$ cat src/hdl/mus_event_parser_unit_macros.svh
// Assertion helpers for the MUS event parser.
// MEP_ASSERT checks a property on the rising clock edge and skips it while reset is high.
// MEP_ASSERT_ALWAYS checks a property on every rising clock edge, reset included.
`ifndef MUS_EVENT_PARSER_UNIT_MACROS_SVH
`define MUS_EVENT_PARSER_UNIT_MACROS_SVH
`ifndef SYNTHESIS
`define MEP_ASSERT(lbl, clk_sig, rst_sig, prop, msg) \
  lbl: assert property (@(posedge clk_sig) disable iff (rst_sig) prop) else $error(msg);
`define MEP_ASSERT_ALWAYS(lbl, clk_sig, prop, msg) \
  lbl: assert property (@(posedge clk_sig) prop) else $error(msg);
`else
`define MEP_ASSERT(lbl, clk_sig, rst_sig, prop, msg)
`define MEP_ASSERT_ALWAYS(lbl, clk_sig, prop, msg)
`endif
`endif

$ cat src/hdl/mep_pkg.sv
package mep_pkg;

  localparam int CHANNEL_COUNT = 16;
  localparam int CH_W          = 4;

  localparam logic [6:0] VEL_DEFAULT = 7'd127;
  localparam logic [7:0] SYS_OFF_A   = 8'd10;
  localparam logic [7:0] SYS_OFF_B   = 8'd11;

  typedef logic [31:0] delay_t;

  // Result codes on the output stream.
  typedef enum logic [2:0] {
    EV_RELEASE    = 3'd0,
    EV_PLAY       = 3'd1,
    EV_WHEEL      = 3'd2,
    EV_ALL_OFF    = 3'd3,
    EV_CONTROLLER = 3'd4,
    EV_DELAY      = 3'd5,
    EV_STOP       = 3'd6,
    EV_RESTART    = 3'd7
  } ev_code_t;

  // Event types in a score header byte.
  typedef enum logic [2:0] {
    MT_RELEASE    = 3'd0,
    MT_PLAY       = 3'd1,
    MT_WHEEL      = 3'd2,
    MT_SYSTEM     = 3'd3,
    MT_CONTROLLER = 3'd4,
    MT_MEASURE    = 3'd5,
    MT_SCORE_END  = 3'd6,
    MT_SPARE      = 3'd7
  } msg_type_t;

  typedef enum logic [3:0] {
    PH_HEADER = 4'b0001,
    PH_DATA1  = 4'b0010,
    PH_DATA2  = 4'b0100,
    PH_DELAY  = 4'b1000
  } phase_t;

  typedef enum logic [2:0] {
    RUN_STOPPED = 3'b001,
    RUN_PLAYING = 3'b010,
    RUN_DISCARD = 3'b100
  } run_t;

  typedef struct packed {
    ev_code_t          code;
    logic [CH_W-1:0]   channel;
    logic [7:0]        key;
    logic [7:0]        level;
    delay_t            delay;
  } result_t;

  // One queue entry: all results caused by one input beat.
  // The second result is always a stop or a restart.
  typedef struct packed {
    result_t first;
    logic    has_second;
    logic    restart;
  } q_entry_t;

  typedef struct packed {
    logic full;
    logic empty;
  } q_status_t;

endpackage

$ cat src/hdl/mep_front.sv
module mep_front #(
  parameter int DELAY_WIDTH = 32
) (
  input  logic                clk,
  input  logic                rst,
  input  logic                cfg_we,
  input  logic                cfg_loop,
  input  logic                in_valid,
  output logic                in_ready,
  input  logic                in_kind,
  input  logic [7:0]          in_byte,
  input  logic                in_last,
  input  mep_pkg::q_status_t  q_stat,
  output logic                q_push,
  output mep_pkg::q_entry_t   q_data
);

  logic                          loop_enable;
  mep_pkg::phase_t               phase, phase_next;
  mep_pkg::msg_type_t            event_type, event_type_next;
  logic [mep_pkg::CH_W-1:0]      event_channel, event_channel_next;
  logic [7:0]                    first_data, first_data_next;
  logic                          delay_follows, delay_follows_next;
  logic [DELAY_WIDTH-1:0]        delay_sum, delay_sum_next;
  logic [6:0]                    vel [mep_pkg::CHANNEL_COUNT];
  logic [6:0]                    vel_next [mep_pkg::CHANNEL_COUNT];
  mep_pkg::run_t                 run_mode, run_mode_next;

  logic              accept;
  logic              has_first;
  logic              end_now;
  logic              score_end;
  logic              clear_parser;
  mep_pkg::result_t  first_res;
  mep_pkg::result_t  end_res;

  assign in_ready = !q_stat.full;
  assign accept   = in_valid && in_ready;

  always_comb begin
    phase_next         = phase;
    event_type_next    = event_type;
    event_channel_next = event_channel;
    first_data_next    = first_data;
    delay_follows_next = delay_follows;
    delay_sum_next     = delay_sum;
    vel_next           = vel;
    run_mode_next      = run_mode;
    has_first          = 1'b0;
    score_end          = 1'b0;
    end_now            = 1'b0;
    clear_parser       = 1'b0;
    first_res          = '0;
    first_res.channel  = event_channel;
    end_res            = '0;
    end_res.code       = mep_pkg::EV_STOP;

    if (in_kind) begin
      clear_parser  = 1'b1;
      run_mode_next = mep_pkg::RUN_PLAYING;
    end else if (run_mode == mep_pkg::RUN_DISCARD) begin
      if (in_last) begin
        run_mode_next = mep_pkg::RUN_PLAYING;
      end
    end else if (run_mode == mep_pkg::RUN_PLAYING) begin
      case (phase)
        mep_pkg::PH_HEADER: begin
          event_type_next    = mep_pkg::msg_type_t'(in_byte[6:4]);
          event_channel_next = in_byte[3:0];
          delay_follows_next = in_byte[7];
          if (in_byte[6:4] == mep_pkg::MT_SCORE_END) begin
            score_end = 1'b1;
          end else if (in_byte[6:4] == mep_pkg::MT_MEASURE) begin
            phase_next = in_byte[7] ? mep_pkg::PH_DELAY : mep_pkg::PH_HEADER;
            if (in_byte[7]) begin
              delay_sum_next = '0;
            end
          end else begin
            phase_next = mep_pkg::PH_DATA1;
          end
        end
        mep_pkg::PH_DATA1: begin
          phase_next = delay_follows ? mep_pkg::PH_DELAY : mep_pkg::PH_HEADER;
          if (delay_follows) begin
            delay_sum_next = '0;
          end
          case (event_type)
            mep_pkg::MT_RELEASE: begin
              has_first     = 1'b1;
              first_res.code = mep_pkg::EV_RELEASE;
              first_res.key  = {1'b0, in_byte[6:0]};
            end
            mep_pkg::MT_PLAY: begin
              if (in_byte[7]) begin
                // Volume byte follows; hold the note.
                first_data_next = in_byte;
                phase_next      = mep_pkg::PH_DATA2;
                delay_sum_next  = delay_sum;
              end else begin
                has_first       = 1'b1;
                first_res.code  = mep_pkg::EV_PLAY;
                first_res.key   = in_byte;
                first_res.level = {1'b0, vel[event_channel]};
              end
            end
            mep_pkg::MT_WHEEL: begin
              has_first       = 1'b1;
              first_res.code  = mep_pkg::EV_WHEEL;
              first_res.level = in_byte;
            end
            mep_pkg::MT_SYSTEM: begin
              if (in_byte == mep_pkg::SYS_OFF_A || in_byte == mep_pkg::SYS_OFF_B) begin
                has_first      = 1'b1;
                first_res.code = mep_pkg::EV_ALL_OFF;
              end
            end
            mep_pkg::MT_CONTROLLER: begin
              first_data_next = in_byte;
              phase_next      = mep_pkg::PH_DATA2;
              delay_sum_next  = delay_sum;
            end
            default: begin
            end
          endcase
        end
        mep_pkg::PH_DATA2: begin
          phase_next = delay_follows ? mep_pkg::PH_DELAY : mep_pkg::PH_HEADER;
          if (delay_follows) begin
            delay_sum_next = '0;
          end
          if (event_type == mep_pkg::MT_PLAY) begin
            vel_next[event_channel] = in_byte[6:0];
            has_first       = 1'b1;
            first_res.code  = mep_pkg::EV_PLAY;
            first_res.key   = {1'b0, first_data[6:0]};
            first_res.level = {1'b0, in_byte[6:0]};
          end else if (event_type == mep_pkg::MT_CONTROLLER) begin
            has_first       = 1'b1;
            first_res.code  = mep_pkg::EV_CONTROLLER;
            first_res.key   = first_data;
            first_res.level = in_byte;
          end
        end
        mep_pkg::PH_DELAY: begin
          delay_sum_next = {delay_sum[DELAY_WIDTH-8:0], in_byte[6:0]};
          if (!in_byte[7]) begin
            phase_next = mep_pkg::PH_HEADER;
            if (delay_sum_next != '0) begin
              has_first         = 1'b1;
              first_res.code    = mep_pkg::EV_DELAY;
              first_res.channel = '0;
              first_res.delay   = mep_pkg::delay_t'(delay_sum_next);
            end
          end
        end
        default: begin
          phase_next = mep_pkg::PH_HEADER;
        end
      endcase

      end_now = score_end || in_last;
      if (end_now) begin
        if (loop_enable) begin
          end_res.code  = mep_pkg::EV_RESTART;
          end_res.delay = mep_pkg::delay_t'(1);
          clear_parser  = 1'b1;
          run_mode_next = in_last ? mep_pkg::RUN_PLAYING : mep_pkg::RUN_DISCARD;
        end else begin
          run_mode_next = mep_pkg::RUN_STOPPED;
        end
      end
    end

    if (clear_parser) begin
      phase_next         = mep_pkg::PH_HEADER;
      event_type_next    = mep_pkg::MT_RELEASE;
      event_channel_next = '0;
      first_data_next    = '0;
      delay_follows_next = 1'b0;
      delay_sum_next     = '0;
      for (int i = 0; i < mep_pkg::CHANNEL_COUNT; i++) begin
        vel_next[i] = mep_pkg::VEL_DEFAULT;
      end
    end
  end

  always_comb begin
    q_push            = accept && (has_first || end_now);
    q_data.first      = has_first ? first_res : end_res;
    q_data.has_second = has_first && end_now;
    q_data.restart    = (end_res.code == mep_pkg::EV_RESTART);
  end

  always_ff @(posedge clk) begin
    if (rst) begin
      loop_enable   <= 1'b0;
      phase         <= mep_pkg::PH_HEADER;
      event_type    <= mep_pkg::MT_RELEASE;
      event_channel <= '0;
      first_data    <= '0;
      delay_follows <= 1'b0;
      delay_sum     <= '0;
      run_mode      <= mep_pkg::RUN_STOPPED;
      for (int i = 0; i < mep_pkg::CHANNEL_COUNT; i++) begin
        vel[i] <= mep_pkg::VEL_DEFAULT;
      end
    end else begin
      if (cfg_we) begin
        loop_enable <= cfg_loop;
      end
      if (accept) begin
        phase         <= phase_next;
        event_type    <= event_type_next;
        event_channel <= event_channel_next;
        first_data    <= first_data_next;
        delay_follows <= delay_follows_next;
        delay_sum     <= delay_sum_next;
        run_mode      <= run_mode_next;
        vel           <= vel_next;
      end
    end
  end

endmodule

$ cat src/hdl/mep_queue.sv
`include "mus_event_parser_unit_macros.svh"

module mep_queue #(
  parameter int DEPTH = 4
) (
  input  logic               clk,
  input  logic               rst,
  input  logic               push,
  input  mep_pkg::q_entry_t  push_data,
  input  logic               pop,
  output mep_pkg::q_entry_t  pop_data,
  output mep_pkg::q_status_t stat
);

  localparam int PTR_W = $clog2(DEPTH);
  localparam int CNT_W = $clog2(DEPTH + 1);

  mep_pkg::q_entry_t  mem [DEPTH];
  mep_pkg::q_entry_t  head;
  logic [PTR_W-1:0]   wr_ptr;
  logic [PTR_W-1:0]   rd_ptr;
  logic [PTR_W-1:0]   rd_ptr_inc;
  logic [CNT_W-1:0]   count;

  assign stat.full  = (count == CNT_W'(DEPTH));
  assign stat.empty = (count == '0);
  assign pop_data   = head;
  assign rd_ptr_inc = (rd_ptr == PTR_W'(DEPTH - 1)) ? '0 : rd_ptr + 1'b1;

  // Hold the oldest entry in a register. Take the incoming entry directly
  // when the queue is empty or about to run dry, else read the next slot.
  always_ff @(posedge clk) begin
    if (push) begin
      mem[wr_ptr] <= push_data;
    end
    if (push && (count == '0 || (pop && count == CNT_W'(1)))) begin
      head <= push_data;
    end else if (pop) begin
      head <= mem[rd_ptr_inc];
    end
  end

  always_ff @(posedge clk) begin
    if (rst) begin
      wr_ptr <= '0;
      rd_ptr <= '0;
      count  <= '0;
    end else begin
      if (push) begin
        wr_ptr <= (wr_ptr == PTR_W'(DEPTH - 1)) ? '0 : wr_ptr + 1'b1;
      end
      if (pop) begin
        rd_ptr <= rd_ptr_inc;
      end
      case ({push, pop})
        2'b10:   count <= count + 1'b1;
        2'b01:   count <= count - 1'b1;
        default: count <= count;
      endcase
    end
  end

  `MEP_ASSERT(a_no_push_full, clk, rst, !(push && stat.full), "push into a full queue")
  `MEP_ASSERT(a_no_pop_empty, clk, rst, !(pop && stat.empty), "pop from an empty queue")
  `MEP_ASSERT(a_count_step, clk, rst, (push && !pop && !stat.full) |=> !stat.empty, "push lost")

endmodule

$ cat src/hdl/mep_back.sv
`include "mus_event_parser_unit_macros.svh"

module mep_back (
  input  logic               clk,
  input  logic               rst,
  input  mep_pkg::q_status_t q_stat,
  input  mep_pkg::q_entry_t  q_data,
  output logic               q_pop,
  output logic               out_valid,
  input  logic               out_ready,
  output mep_pkg::result_t   out_res,
  output logic               out_last
);

  mep_pkg::q_entry_t cur;
  logic              cur_valid;
  logic              second;
  logic              take;
  logic              more;
  logic              free;
  mep_pkg::result_t  end_res;

  assign take  = out_valid && out_ready;
  assign more  = cur.has_second && !second;
  assign free  = !cur_valid || (take && !more);
  assign q_pop = free && !q_stat.empty;

  always_comb begin
    end_res       = '0;
    end_res.code  = cur.restart ? mep_pkg::EV_RESTART : mep_pkg::EV_STOP;
    end_res.delay = cur.restart ? mep_pkg::delay_t'(1) : '0;
  end

  assign out_valid = cur_valid;
  assign out_res   = second ? end_res : cur.first;
  assign out_last  = second || !cur.has_second;

  always_ff @(posedge clk) begin
    if (q_pop) begin
      cur <= q_data;
    end
  end

  always_ff @(posedge clk) begin
    if (rst) begin
      cur_valid <= 1'b0;
      second    <= 1'b0;
    end else if (q_pop) begin
      cur_valid <= 1'b1;
      second    <= 1'b0;
    end else if (free) begin
      cur_valid <= 1'b0;
      second    <= 1'b0;
    end else if (take && more) begin
      second <= 1'b1;
    end
  end

  `MEP_ASSERT(a_second_exists, clk, rst, second |-> (cur_valid && cur.has_second), "bad second slot")
  `MEP_ASSERT(a_second_is_end, clk, rst,
              (out_valid && second) |->
              (out_res.code == mep_pkg::EV_STOP || out_res.code == mep_pkg::EV_RESTART),
              "second result is not an end event")
  `MEP_ASSERT(a_end_is_last, clk, rst,
              (out_valid && (out_res.code == mep_pkg::EV_STOP ||
                             out_res.code == mep_pkg::EV_RESTART)) |-> out_last,
              "end event not marked last")

endmodule

$ cat src/hdl/mus_event_parser_unit.sv
// Channel  Dir  Beat carries
// s_axis   in   tuser kind, tdata score byte, tlast score_last
// m_axis   out  tuser event code, tdata channel/key/level/delay, tlast last_of_run
// cfg      in   cfg_data loop_enable (restart at score end instead of stop)
//
// Cycles: one input beat per clock; the parser state updates in the accepting cycle.
// A result passes the queue head register and then the back holding register to m_axis.
// Output: one result per clock; a beat that gives two results (delay or event plus
// stop/restart) holds the output port for both of them, absorbed by the result queue.
// Stalls: s_tready drops only when the result queue is full; m_tready low backs up
// into the queue first. Reset: synchronous, stopped until a start beat (kind = 1).
module mus_event_parser_unit #(
  parameter int DELAY_WIDTH = 32, // width of the delay accumulator, 16 to 32
  parameter int QUEUE_DEPTH = 4   // result queue entries, 2 or more
) (
  input  logic        clk,
  input  logic        rst,
  input  logic        cfg_valid,
  output logic        cfg_ready,
  input  logic        cfg_data,   // [0] loop_enable
  input  logic        s_tvalid,
  output logic        s_tready,
  input  logic [7:0]  s_tdata,    // [7:0] byte_value
  input  logic        s_tuser,    // [0] kind
  input  logic        s_tlast,    // score_last
  output logic        m_tvalid,
  input  logic        m_tready,
  output logic [55:0] m_tdata,    // [3:0] channel, [11:4] key, [19:12] level,
                                  // [51:20] delay_ticks, [55:52] zero
  output logic [2:0]  m_tuser,    // [2:0] event_code
  output logic        m_tlast     // last_of_run
);

  mep_pkg::q_status_t q_stat;
  mep_pkg::q_entry_t  q_in;
  mep_pkg::q_entry_t  q_out;
  logic               q_push;
  logic               q_pop;
  mep_pkg::result_t   res;

  // The register write is always accepted; cfg_ready is tied high.
  assign cfg_ready = 1'b1;

  // Front: parse each accepted beat and push its results as one entry.
  mep_front #(
    .DELAY_WIDTH (DELAY_WIDTH)
  ) u_front (
    .clk      (clk),
    .rst      (rst),
    .cfg_we   (cfg_valid && cfg_ready),
    .cfg_loop (cfg_data),
    .in_valid (s_tvalid),
    .in_ready (s_tready),
    .in_kind  (s_tuser),
    .in_byte  (s_tdata),
    .in_last  (s_tlast),
    .q_stat   (q_stat),
    .q_push   (q_push),
    .q_data   (q_in)
  );

  // Queue: decouple parsing from result delivery.
  mep_queue #(
    .DEPTH (QUEUE_DEPTH)
  ) u_queue (
    .clk       (clk),
    .rst       (rst),
    .push      (q_push),
    .push_data (q_in),
    .pop       (q_pop),
    .pop_data  (q_out),
    .stat      (q_stat)
  );

  // Back: hold an entry and hand out its one or two results.
  mep_back u_back (
    .clk       (clk),
    .rst       (rst),
    .q_stat    (q_stat),
    .q_data    (q_out),
    .q_pop     (q_pop),
    .out_valid (m_tvalid),
    .out_ready (m_tready),
    .out_res   (res),
    .out_last  (m_tlast)
  );

  assign m_tuser = res.code;
  assign m_tdata = {4'b0000, res.delay, res.level, res.key, res.channel};

endmodule
$ cat config.mk
export PLATFORM = sky130hd
export DESIGN_NAME = mus_event_parser_unit
export DESIGN_NICKNAME = d
export VERILOG_FILES = /design/src/hdl/mep_pkg.sv /design/src/hdl/mep_front.sv /design/src/hdl/mep_queue.sv /design/src/hdl/mep_back.sv /design/src/hdl/mus_event_parser_unit.sv
export VERILOG_INCLUDE_DIRS = /design/src /design/src/hdl
export SDC_FILE = /design/constraint.sdc
export NUM_CORES = 1
export LEC_CHECK = 0
export BUFFER_PORTS_ARGS = -buffer_cell sky130_fd_sc_hd__buf_2
export CAP_MARGIN = 20
export CORE_ASPECT_RATIO = 0.9
export CORE_MARGIN = 1.5
export CORE_UTILIZATION = 50
export DETAILED_ROUTE_END_ITERATION = 6
export PLACE_DENSITY = 0.74
export SYNTH_ARGS = -nofsm -noshare
export SYNTH_HDL_FRONTEND = slang
export SYNTH_SLANG_ARGS = --single-unit
$ cat constraint.sdc
create_clock -name clk -period 5.45 [get_ports clk]
set_input_delay 0.545 -clock clk [delete_from_list [all_inputs] [get_ports clk]]
set_output_delay 0.545 -clock clk [all_outputs]
set_load 0.05 [all_outputs]
After elaboration in Yosys (flattened, before gate mapping)
Memory sizes are Yosys's and may differ from the RTL's.
Cells that the tools add are included.

cells by class
  magnitude comparators = 2
  $add $sub $neg = 4
  bitwise operators = 1
  reductions and logical operators = 46
  equality and inequality tests = 31
  multiplexer cells = 132

operator list
  operator            number
  $mux 112            6
  $mux 32             16
  $mux 55             5
  $pmux 32 s4         1
  $mux 57             2
  $bwmux 112          1
  $mux 4              16
  $pmux 32 s2         1
  $mux 3              18
  $mux 8              6
  $mux 1              36
  $mux 7              5
  $mux 16             2
  $pmux 16 s2         1
  $pmux 8 s2          2
  $reduce_bool 32->1  1
  $bmux 7 s4          1
  $demux 7 s4         1
  $eq 3x3->1 const B  6
  $pmux 3 s3          2
  $eq 8x4->1 const B  2
  $pmux 4 s4          1
  $reduce_bool 2->1   8
  $mux 15             1
  37 further kinds    75

storage, ports and cells
  output and inout port bits = 63
  bits of input ports = 16
  logic and storage cells = 260
  memory bits (writable) = 228
  memories = 1
  bits in registers = 291

memories
  name         words  bits a word  rd ports  clocked after memory_dff  write ports  line             source
  u_queue.mem  4      57           1         0                         1            mep_queue.sv:18  mep_pkg::q_entry_t mem [DEPTH];

Longest topological paths before layout
  word-level depth = 14
  mapped depth = 12
  depth with buffers taken out = 11

Modules after synthesis
A second synthesis with hierarchy kept.

unflattened totals
  cell total of the unflattened synthesis = 1445
  area, all modules = 21394.3 um^2

modules (own cells, without submodules)
  module                 area each (um^2)  seq. area each (um^2)  cells an instance  times used
  mep_queue              11090.6           8698.3                 470                1
  mep_front              8056.5            3223.1                 837                1
  mep_back               2202.1            1751.7                 131                1
  mus_event_parser_unit  45.0              0.0                    7                  1

Worst setup path before layout
OpenSTA, ideal clock, no wires.

  path type = register to register
  from = reg u_back.second
  to = reg u_queue.head, in the netlist u_queue.pop_data[0], enable pin
  setup slack = -532 ps
  required time = 5028 ps
  stages on the path, launching flop included = 5
  buffers on the path = 0
  period minus slack after synthesis = 5982 ps
  library setup time = 422 ps
  data arrival time = 5560 ps
  path through = dfxtp_1 -> nand2b_1 -> a21bo_1 -> a21boi_1 -> nand2b_1

on the way
  longest elaborated chain between the ends = 10

RTL lines
  element                          line                         source
  from (decl)                      mep_back.sv:17               logic second;
  from (signal assigned)           mep_back.sv:47               second <= 1'b0;
  from (signal assigned)           mep_back.sv:50               second <= 1'b0;
  from (signal assigned)           mep_back.sv:53               second <= 1'b0;
  $logic_not 1->1 (*)              mep_back.sv:24               assign more = cur.has_second && !second;
  $logic_and 1x1->1 (*)            mep_back.sv:24
  $logic_not 1->1 (*)              mep_back.sv:25               assign free = !cur_valid || (take && !more);
  $logic_and 1x1->1 (*)            mep_back.sv:25
  $logic_or 1x1->1 (*)             mep_back.sv:25
  $logic_and 1x1->1 (*)            mep_back.sv:26               assign q_pop = free && !q_stat.empty;
  net q_pop                        mus_event_parser_unit.sv:38  logic q_pop;
  $logic_and 1x1->1                mep_queue.sv:36              if (push && (count == '0 || (pop && count == CNT_W'(1)))) begin
  $logic_or 1x1->1                 mep_queue.sv:36
  $logic_and 1x1->1                mep_queue.sv:36
  $reduce_bool 2->1 (no line) (*)  -
  to (signal assigned)             mep_queue.sv:37              head <= push_data;
  to (signal assigned)             mep_queue.sv:39              head <= mem[rd_ptr_inc];
  to (decl)                        mep_queue.sv:19              mep_pkg::q_entry_t head;

The timed path passes the listed nets; every way through them passes the cells marked *.
A chain may end at the register's enable or synchronous reset.

Final worst setup path
  from = reg u_front.phase[0]
  to = mem u_queue.mem[1][52] (netlist name), enable pin

on the way
  longest elaborated chain between the ends = 13
  elaborated cells on any way between the ends = 20
  those cells by class = 4 x eq/ne; 13 x mux; 3 x reduce/logical

RTL lines
  element                           line              source
  from (decl)                       mep_front.sv:19   mep_pkg::phase_t phase, phase_next;
  from (signal assigned)            mep_front.sv:197  phase <= mep_pkg::PH_HEADER;
  from (signal assigned)            mep_front.sv:212  phase <= phase_next;
  $eq 4x1->1                        mep_front.sv:66   case (phase)
  $mux 1                            mep_front.sv:66
  $mux 1                            mep_front.sv:65   end else if (run_mode == mep_pkg::RUN_PLAYING) begin
  $mux 1                            mep_front.sv:61   end else if (run_mode == mep_pkg::RUN_DISCARD) begin
  $mux 1                            mep_front.sv:58   if (in_kind) begin
  $logic_or 1x1->1                  mep_front.sv:161  end_now = score_end || in_last;
  $mux 1                            mep_front.sv:65
  $mux 1                            mep_front.sv:61
  $mux 1                            mep_front.sv:58
  $logic_or 1x1->1 (*)              mep_front.sv:188  q_push = accept && (has_first || end_now);
  $logic_and 1x1->1 (*)             mep_front.sv:188
  $mux 1 (*)                        mep_queue.sv:33   if (push) begin
  $mux 1 (not written as such) (*)  mep_queue.sv:34   mem[wr_ptr] <= push_data;
  to (decl)                         mep_queue.sv:18

Mark *: on every way between the ends. The rest lies on a longest branch, timed or not. The select of a mux whose other input is x is not followed.

==> impl_summary.log <==
[metrics] Setup Total Neg Slack: 0 ps
[metrics] cts bufs inserted: 50
[metrics] starting density of the core: a little over 50%
[metrics] hold path cells: 3
[metrics] Row Count: roughly 70
[metrics] Worst Hold End: u_front.loop_enable
[metrics] Die Footprint: 0.0439 mm²
[metrics] minimum setup slack among reg-to-reg paths: 1480 ps
[metrics] unrepaired setup endpoints after global routing: false
[metrics] static leakage: 8.63 nW
[metrics] average cell area after synthesis: between 10 and 15 µm²
[metrics] Starting DRT DRC Count: approximately 1300
[metrics] area share of the leading cell type in the synthesized netlist: 48.2%
[metrics] ANT cells: 0
[metrics] Worst Min Path Start: cfg_data
[metrics] MaxCap Viol Count: 0
[metrics] CP Data Required Time: ~5700 ps
[metrics] Most common cell on crit path: o211ai_1
[metrics] final weighted congestion of routability-driven global placement: 0.898
[metrics] setup bufs post-CTS: 0
[metrics] worst slew margin relative to its limit: 25.1%
[metrics] most used flip-flop cell after synthesis: edfxtp_1
[metrics] cell area after technology mapping: between 0.02 and 0.025 mm²
[metrics] Post-DP HPWL: between 30 and 40 mm
[metrics] number of synthesis warnings: 0
[metrics] post-synthesis async set-or-reset flop share: 0%
[metrics] FILL cells: 3307
[metrics] clock latency reported for the late side of the worst-skew pair: slightly below 600 ps
[metrics] ratio of final minimum period to clock period: 72.8%
[metrics] global route total overflow: 0
[metrics] DRC errors left: 18
[metrics] cells taking the most area after synthesis: edfxtp_1 (48%), dfxtp_1 (16%), mux4_2 (9.0%), mux2i_1 (4.1%), a21oi_1 (1.9%)
[metrics] PD cells: ~470 mW/mm²
[metrics] class of the most critical setup path: flop to flop
[metrics] core region area: around 0.042 mm²
[metrics] vias post-DR: between 10000 and 15000
[metrics] number of distinct library cells after synthesis: 76
[metrics] measured slew at the worst slew-check pin: 1120 ps
[metrics] layout cells sized above 1: roughly a fifth
[metrics] worst-case clock buffer depth: 3
[metrics] clock-pin slew on the worst setup and hold paths: roughly 60 ps
[metrics] failing checks: design-rule violations
[metrics] average routed wire per standard cell: approximately 22 µm
[metrics] max-slew violation total from the final report: 0
[metrics] maximum resistive drop on vdd: around 330 µV
[metrics] Final Routed Wirelength: 47.4 mm
[metrics] y dimension of the die: between 150 and 200 µm
[metrics] count of hold buffers inserted by post-cts repair: 0
[metrics] ranking of synthesized cells by instance count: edfxtp_1 (342), dfxtp_1 (170), mux2i_1 (87), mux4_2 (85), nor2_1 (85)
[metrics] length of the first detailed-routing pass in iterations: 7
[metrics] Nets: about 1600
[metrics] cell-by-cell listing of the critical path: nor4b_1 -> o211ai_1 -> nor2_2 -> o211ai_1 -> nand2_1 -> and2_2 -> buf_4
[metrics] initial antenna violation count: 0
[metrics] Clock Sinks: 512
[metrics] sequential cell area: between 0.01 and 0.015 mm²
[metrics] sequential-to-total area share from yosys stat: between 60% and 70%
[metrics] largest fanout on the critical path: 37
[metrics] crit path time final: just under 4000 ps
[metrics] vias in the first global route: about 12000
[metrics] number of flops mapped to enable cells by yosys: about 340
[metrics] number of nets still failing antenna checks after routing: 0
[metrics] path class of the lowest-slack min-delay path: primary input to flop
[metrics] number of I/O pins: 79
[metrics] Crit Reg-Reg Endpoint: u_queue.mem[1][52]
[metrics] post-synthesis cell type with the largest combined area: edfxtp_1
[metrics] cell with the most instances after synthesis: edfxtp_1
[metrics] maximum clock skew at final layout: approximately 18 ps
[metrics] sort of element at the end of the critical path: flop
[metrics] area of the multi-input gates: 0.00709 mm²
[metrics] Die Width: ~220 µm
[metrics] number of instances resized during post-cts repair: 0
[metrics] count of final hold-check violations: 0
[metrics] area growth from synthesis to layout: 11.5%
[metrics] H-tree depth: 2
[metrics] Global Route Usage Sum: ~22%
[metrics] pin count of the biggest net entering global routing: 97
[metrics] post-synthesis instance total: ~1500
[metrics] TritonCTS clock tree: built
[metrics] kind of start point of the critical path: flop
[metrics] status: complete, but fails checks
[metrics] Hold Slack: 202 ps
[metrics] #FFs+latches synth: slightly above 500
[metrics] Setup-failing EPs final: 0
[metrics] Clock Tree Root: clkbuf_16
[metrics] vias per cell: between 5 and 6
[metrics] arrival time of the worst setup path: between 4000 and 5000 ps
[metrics] Highest Clock Rate: between 200 and 300 MHz
[metrics] launch point of the worst reg-to-reg path: u_front.phase[0]
[metrics] Port Buffers: 73
[metrics] FF-to-FF path depth: 7
[metrics] worst stage delay on the critical path: ~770 ps
[metrics] slowest CP cell: nor2_2
[metrics] wire length of the first global-routing pass: roughly 73 mm
-- placed cells by master (no fill, tap or decap), types with 8 or more instances in the layout --
cell type,netlist,routed
a21oi_1,82,82
a22o_1,15,15
and2_1,15,11
and3_1,34,34
buf_2,31,72
buf_4,11,23
clkbuf_1,68,11
clkbuf_16,0,50
clkinv_1,0,10
dfxtp_1,170,167
edfxtp_1,342,342
ha_1,10,9
inv_1,16,16
mux2_2,10,10
mux2_4,16,16
mux2i_1,87,87
mux4_2,85,85
nand2_1,49,49
nand2b_1,29,28
nand3_1,11,11
nor2_1,85,85
nor2b_1,58,58
nor3_1,57,57
nor3_2,8,8
nor4_1,8,8
o21ai_0,80,80
o21ai_1,8,8
o22ai_1,8,8
-- registers in the layout (all words and copies together) (netlist names) --
register               cells
u_back.second              1
u_front.event_channel      4
u_front.event_type         3
u_front.delay_sum         25
u_back.cur                57
u_front.loop_enable        1
u_front.delay_follows      1
u_back.out_valid           1
u_queue.rd_ptr             2
u_front.first_data         8
u_queue.pop_data          57
u_queue.count              3
u_queue.mem              228
u_queue.wr_ptr             2
u_front.run_mode           3
u_front.phase              4
u_front.vel              112
-- critical path, delay by kind of cell (launching register included) --
family,cells,cell delay [ps]
and+or+nand+nor,4,2090
DFF,1,400
AOI/OAI and AO/OA,2,540
buffers and inverters,1,560
-- power breakdown --
group | switching (W) | internal, W | leakage [nW] | total (W)
Sequential | 0.000215 | 0.00489 | 4.84 | 0.00511
Combinational | 0.00186 | 0.000828 | 3.00 | 0.00269
Clock | 0.00144 | 0.00198 | 0.793 | 0.00343
-- layer usage --
metal | wire length (µm) | track usage (%) | up-vias
met4 | 920 | 6.33 | 0
met5 | 0 | 0 | -
met1 | 20900 | 32.7 | 6401
li1 | - | - | 5773
met3 | 4120 | 4.45 | 61
met2 | 21400 | 32.9 | 550
-- through the flow --
stage,total power (W),area [µm²],util (%),cells,setup slack [ps]
3_5_place_dp,0.00789,22100,52.7,2035,1530
2_1_floorplan,0.00717,21300,-,1508,780
3_3_place_gp,0.00783,22000,52.6,2032,1630
5_1_grt,0.0116,23800,56.7,2131,1130
4_1_cts,0.0113,23700,56.5,2125,1500
6_report,0.0112,23800,56.7,2131,1480
-- worst max path at each step --
stage,endpoint,cells after the start,startpoint
after floorplan,u_queue.pop_data[0],4,u_back.second
after CTS,u_queue.mem[1][52],7,u_front.phase[0]
after global routing,u_queue.mem[1][51],7,u_front.phase[0]
final,u_queue.mem[1][52],7,u_front.phase[0]
after global placement,u_queue.mem[1][36],7,u_front.phase[0]
after detailed placement,u_queue.mem[1][36],7,u_front.phase[0]
-- final cells by class --
| cell class | instances | share of cell area (%) |
|---|---|---|
| Inverter | 17 | 0.268 |
| Clock buffer | 66 | 5.69 |
| Multi-Input combinational cell | 863 | 29.8 |
| Clock inverter | 24 | 1.13 |
| Sequential cell | 512 | 57.5 |
| Tap cell | 547 | 2.88 |
| Timing Repair Buffer | 102 | 2.64 |
-- cells by family (layout without fill, tap and decap cells) --
family	count (synthesis)	after routing	synth area share (%)
AOI/OAI and AO/OA	244	244	6.95
xor gates and xnor gates	4	4	0.164
buffers and inverters	133	209	2.82
DFF	512	512	64.1
other	2	5	0.0352
muxes	204	204	15.0
adders and majority gates	10	10	0.587
and+or+nand+nor	396	396	10.3
Power figures use the tool's default switching activity.
